## src/rtl/sfg_pkg.sv

```systemverilog
// ---------------------------------------------------------------------------
// sfg_pkg
// Shared types and constants for the spring force generator.
// ---------------------------------------------------------------------------
package sfg_pkg;

	localparam int unsigned MAG_W   = 33;  // |p - q| per axis
	localparam int unsigned RAD_W   = 66;  // dx^2 + dy^2
	localparam int unsigned ROOT_W  = 33;  // floor sqrt of the radicand
	localparam int unsigned REM_W   = 36;  // partial remainder of the root
	localparam int unsigned N_CELLS = 33;  // one root digit per cell
	localparam int unsigned IDX_W   = 2;

	localparam logic [IDX_W-1:0] CFG_MODE      = 2'd0;
	localparam logic [IDX_W-1:0] CFG_REST_LEN  = 2'd1;
	localparam logic [IDX_W-1:0] CFG_STIFFNESS = 2'd2;

	localparam logic [31:0] POS_MAX = 32'h7fff_ffff;
	localparam logic [31:0] NEG_MIN = 32'h8000_0000;
	localparam logic [31:0] STIFF_RESET = 32'h0001_0000;

	typedef struct packed {
		logic [MAG_W-1:0] ax;
		logic [MAG_W-1:0] ay;
		logic             negx;
		logic             negy;
	} sfg_pay_t;

	typedef struct packed {
		logic [RAD_W-1:0]  rad;
		logic [REM_W-1:0]  rem;
		logic [ROOT_W-1:0] root;
		sfg_pay_t          pay;
	} sfg_sq_t;

endpackage

```

## src/rtl/sfg_sqrt_cell.sv

```systemverilog
// ---------------------------------------------------------------------------
// sfg_sqrt_cell
// One digit of a restoring square root; hands the shifted radicand on.
// ---------------------------------------------------------------------------
module sfg_sqrt_cell (
	input  logic             clk,
	input  logic             arst_n,
	input  logic             en,
	input  logic             vld_i,
	input  sfg_pkg::sfg_sq_t sq_i,
	output logic             vld_o,
	output sfg_pkg::sfg_sq_t sq_o
);

	logic [sfg_pkg::REM_W-1:0] rem_sh;
	logic [sfg_pkg::REM_W-1:0] trial;
	logic                      ge;
	sfg_pkg::sfg_sq_t          nxt;

	always_comb begin
		rem_sh   = {sq_i.rem[sfg_pkg::REM_W-3:0], sq_i.rad[sfg_pkg::RAD_W-1 -: 2]};
		trial    = {1'b0, sq_i.root, 2'b01};
		ge       = (rem_sh >= trial);
		nxt.rad  = {sq_i.rad[sfg_pkg::RAD_W-3:0], 2'b00};
		nxt.rem  = ge ? (rem_sh - trial) : rem_sh;
		nxt.root = {sq_i.root[sfg_pkg::ROOT_W-2:0], ge};
		nxt.pay  = sq_i.pay;
	end

	always_ff @(posedge clk or negedge arst_n) begin
		if (!arst_n) begin
			vld_o <= 1'b0;
		end else if (en) begin
			vld_o <= vld_i;
		end
	end

	always_ff @(posedge clk) begin
		if (en) begin
			sq_o <= nxt;
		end
	end

endmodule

```

## config.mk

```make
export PLATFORM = sky130hd
export DESIGN_NAME = sfg_sqrt_cell
export DESIGN_NICKNAME = d
export VERILOG_FILES = /design/src/rtl/sfg_pkg.sv /design/src/rtl/sfg_sqrt_cell.sv
export SDC_FILE = /design/constraint.sdc
export NUM_CORES = 1
export LEC_CHECK = 0
export ABC_CLOCK_PERIOD_IN_PS = 900
export BUFFER_PORTS_ARGS = -buffer_cell sky130_fd_sc_hd__buf_2
export CORE_AREA = 2 2 161 163
export DETAILED_ROUTE_END_ITERATION = 8
export DIE_AREA = 0 0 163 165
export GPL_TIMING_DRIVEN = 0
export SYNTH_ARGS = -nofsm -noshare
export SYNTH_HDL_FRONTEND = slang
export SYNTH_SLANG_ARGS = --single-unit
```

## constraint.sdc

```tcl
create_clock -name clk -period 0.9 [get_ports clk]
set_input_delay 0.135 -clock clk [delete_from_list [all_inputs] [get_ports clk]]
set_output_delay 0.135 -clock clk [all_outputs]
set_load 0.05 [all_outputs]
```

=== Word level (Yosys, flattened, before mapping) ===
Index checks and enable logic that the tools add are counted.

* Bits in registers: 202
* Input port bits: 207
* Output and inout bits: 204
* Logic and storage cells: 11

* Add/sub/neg operators: 1
* Magnitude comparators: 1
* Multiplexer cells: 1

{| class="wikitable"
|+ Operators with widths
! operator !! count
|-
| 36-bit by 35-bit >= comparator with 1-bit output || 1
|-
| 36-bit two-way mux || 1
|-
| 36-bit by 35-bit subtractor with 36-bit output || 1
|}

=== Logic depth before layout (Yosys ltp) ===
* Depth after elaboration: 2
* Depth in mapped cells: 13
* Mapped depth without buffers: 11

=== Worst setup path after synthesis ===
No wires, ideal clock.

* Path type: in2reg
* Start point: input port sq_i[68] in the netlist's numbering
* End point: register sq_o[108] in the netlist's numbering, data pin
* Library setup time: 260 ps
* Arrival time: 2525 ps
* Data required time: 640 ps
* Setup slack: -1885 ps
* Stages on the path: 12
* Path buffers: 1
* Path through: inv_1 > ha_1 > nor2b_4 > o311ai_2 > a32oi_2 > a31oi_4 > o211ai_4 > a41o_4 > a21oi_4 > inv_4 > buf_6 > mux2_4

{| class="wikitable"
|+ RTL lines
! what !! line !! RTL
|-
| start, declared || sfg_sqrt_cell.sv:10 || <nowiki>input sfg_pkg::sfg_sq_t sq_i,</nowiki>
|-
| end signal, assigned || sfg_sqrt_cell.sv:40 || <nowiki>sq_o <= nxt;</nowiki>
|-
| end, declared || sfg_sqrt_cell.sv:12 || <nowiki>output sfg_pkg::sfg_sq_t sq_o</nowiki>
|}

==> flow_metrics.py <==
metrics = {
    "setup_path": {
        "path_cells": "buf_8 -> inv_4 -> ha_4 -> nor2b_4 -> o311ai_4 -> a32oi_2 -> a31oi_4 -> o211ai_4 -> a41o_4 -> a21oi_4 -> clkinv_4 -> buf_12 -> mux2_4",
        "critPathMaxStageDelay_ps": 310,
        "critPathMaxFanout": 6,
        "crit_type": "primary input to flop",
        "cp_top_family": "compound AO/OA/AOI/OAI gates",
        "critPathLaunch": "sq_i[68]",
        "critical-path-slowest-cell": "mux2_4",
        "endpoint_kind": "flop",
        "cp_num_buf_inv": 4,
        "startpoint_type": "primary input",
        "r2r_start": "vld_o$_DFFE_PN0P_",
        "cp.required_ps": 1160,
        "cp.arrival_ps": 2570,
    },
    "clocking": {
        "cts.path.max_buffers": 3,
        "clock_latency_ps": 500,
        "clock_sinks": 202,
        "clk_pin_slew_ps": 60,
        "tritoncts": "yes",
        "clock-root-buffer": "clkbuf_16",
        "cts_max_level": 1,
        "cts_buffers": 24,
    },
    "logic_synthesis": {
        "synth_edf_count": 201,
        "synth_top_cell_area_share_pct": 69.7,
        "synth_seq_area_share_pct": 70.0,
        "avgSynthCellArea_um2": 15.8,
        "synth_area_leaders": "edfxtp_1, ha_1, mux2_4",
        "synthCells": 547,
        "yosys.area.top_type": "edfxtp_1",
        "yosysUniqueCellTypes": 57,
        "synthArstFlopShare_pct": 0.495,
        "ys_seq_elements": 202,
        "syn-cell-area_mm2": 0.00866,
        "synth_flop_cell": "edfxtp_1",
        "yosys_warnings": 0,
    },
    "status": {
        "failed_checks": "negative setup slack",
        "outcome": "finished with violations",
    },
    "floorplan": {
        "die_h_um": 165,
        "start_util_pct": 34.6,
        "dieWidth_um": 163,
        "fp-row-count": 58,
        "design.die.area_mm2": 0.0269,
        "core_mm2": 0.0250,
        "ios": 411,
    },
    "drt": {
        "vias": 7286,
        "wl_mm": 32.5,
        "drt_pass1_iterations": 5,
        "met3_length_mm": 2.65,
        "viasPerCell": 4.68,
        "drc": 0,
        "wl_per_cell_um": 20.9,
        "wl_met1_mm": 12.2,
        "ant_nets": 0,
        "route.met2.wl_mm": 16.2,
        "first_iter_violations": 476,
        "top_layer_used": "met5",
    },
    "global_route": {
        "grt_pass1_vias": 7689,
        "grt_remaining_overflow": 0,
        "grt_antenna_before_repair": 5,
        "grt_util_all_layers_pct": 22.8,
        "grt_max_degree": 109,
        "grt_first_pass_wirelength_mm": 45.7,
    },
    "placed_design": {
        "io_buffer_count": 406,
        "dp.cells": 1285,
        "dp_hpwl_mm": 21.1,
        "gp_congestion": 0.829,
        "place_worst_setup_slack_ps": -2310,
        "postPlaceCellArea_mm2": 0.0113,
    },
    "power_and_ir_drop": {
        "power_frac_comb_pct": 30.6,
        "clkPwrFrac_pct": 30.8,
        "p_sw_share_pct": 31.6,
        "p_switching_mw": 9.71,
        "intPower_mw": 21.0,
        "finalPower_mw": 30.8,
        "powerDensity_mw_per_mm2": 1930,
        "peakVddDrop_mv": 1.51,
        "seqPwrFrac_pct": 38.6,
        "p_leak_nw": 6.80,
    },
    "sta": {
        "rsz0062_at_grt": "yes",
        "setup_violations": 239,
        "setup-tns-final_ps": -110050,
        "fin_crit_ps": 2310,
        "finalCritPeriodShare_pct": 257,
        "slew_viol_final": 0,
        "whs_ps": 52.1,
        "finalHoldViolations": 0,
        "final.setup.worst_slack_ps": -1410,
        "skew_ps": 0,
        "fmax_ghz": 0.433,
    },
    "cells_and_area": {
        "nets": 1448,
        "fin_area_mm2": 0.0159,
        "drive_above_1_share_pct": 46.7,
        "utilization_pct": 63.6,
        "final_cells": 1556,
        "syn_to_final_growth_pct": 83.9,
    },
    "run": {
        "max_cap_viol_count": 0,
    },
    "worst_hold_path": {
        "hold_path_class": "primary input to flop",
        "min_from": "en",
    },
}
kinds of logic (layout without fill, tap and decap cells):
logic type / Yosys count / after routing / synth area share [%]
XOR/XNOR: 31 / 31 / 3.14
adder cells (fa/ha/maj): 35 / 35 / 5.06
AO/OA/AOI/OAI: 100 / 100 / 8.30
buffers and inverters: 57 / 733 / 2.85
multiplexers: 33 / 33 / 5.41
other: 1 / 4 / 0.0433
flip-flops: 202 / 202 / 70.0
AND/OR/NAND/NOR: 88 / 88 / 5.20
synthesized netlist by cell type, types with 9 or more instances:
master and n:
edfxtp_1 201, inv_1 47, ha_1 35, a21oi_1 33
nand2_1 27, mux2_4 26, o21ai_0 20, xnor2_1 19
nor2_1 12, xor2_1 12, and3_1 11, a21o_1 9
nand3_1 9
timing repair:
item | 4_1_cts | 5_1_grt
hold endpoints to repair | 199 | 0
cloned | 3 | 1
pin swaps | 22 | 14
gates resized for setup | 452 | 21
hold buffers | 200 | 0
setup endpoints to repair | 335 | 287
setup buffers | 19 | 6
power groups by stage:
stage | registers (mW) | clock network (mW) | logic [mW]
2_1_floorplan | 14.9 | 0 | 1.93
3_3_place_gp | 11.8 | 0 | 7.08
3_5_place_dp | 11.8 | 0 | 7.14
4_1_cts | 11.8 | 9.66 | 9.26
5_1_grt | 11.9 | 10.1 | 9.82
6_report | 11.9 | 9.47 | 9.42
final timing paths:
check	end	slack, ps	depth (start not counted)
worst max-delay path	sq_o[119]$_DFFE_PP_	-1410	13
worst min-delay path	sq_o[83]$_DFFE_PP_	50	1
worst max register to register	vld_o$_DFFE_PN0P_	120	1
worst min register to register	vld_o$_DFFE_PN0P_	530	1
max in group asynchronous	vld_o$_DFFE_PN0P_	300	3
min in group asynchronous	vld_o$_DFFE_PN0P_	480	3
routing by layer:
metal	vias to the layer above	global-route usage [%]
met4	8	10.2
li1	3398	-
met1	3468	25.0
met2	324	40.4
met5	-	0
met3	88	7.08
state kept, by name (all words and copies together) (netlist names):
signal,flops
sq_o,201
vld_o,1
layout make-up:
| cell class | instances | area (um^2) |
|---|---|---|
| Tap cell | 330 | 413 |
| Inverter | 48 | 188 |
| Antenna cell | 2 | 5.00 |
| Timing Repair Buffer | 635 | 5670 |
| Sequential cell | 202 | 6060 |
| Multi-Input combinational cell | 289 | 2750 |
| Buffer | 6 | 78.8 |
| Fill cell | 1803 | 9110 |
| Clock inverter | 14 | 121 |
| Clock buffer | 30 | 644 |
layout by cell type (no fill, tap or decap), types with 19 or more instances in the layout:
cell type      count
buf_6            206
mux2_4            26
dlygate4sd3_1    200
xnor2_1           19
inv_1             41
a21oi_1           24
clkbuf_16         26
edfxtp_1         201
nand2_1           27
buf_2            202
buf_4             22
Power figures use the tool's default switching activity.
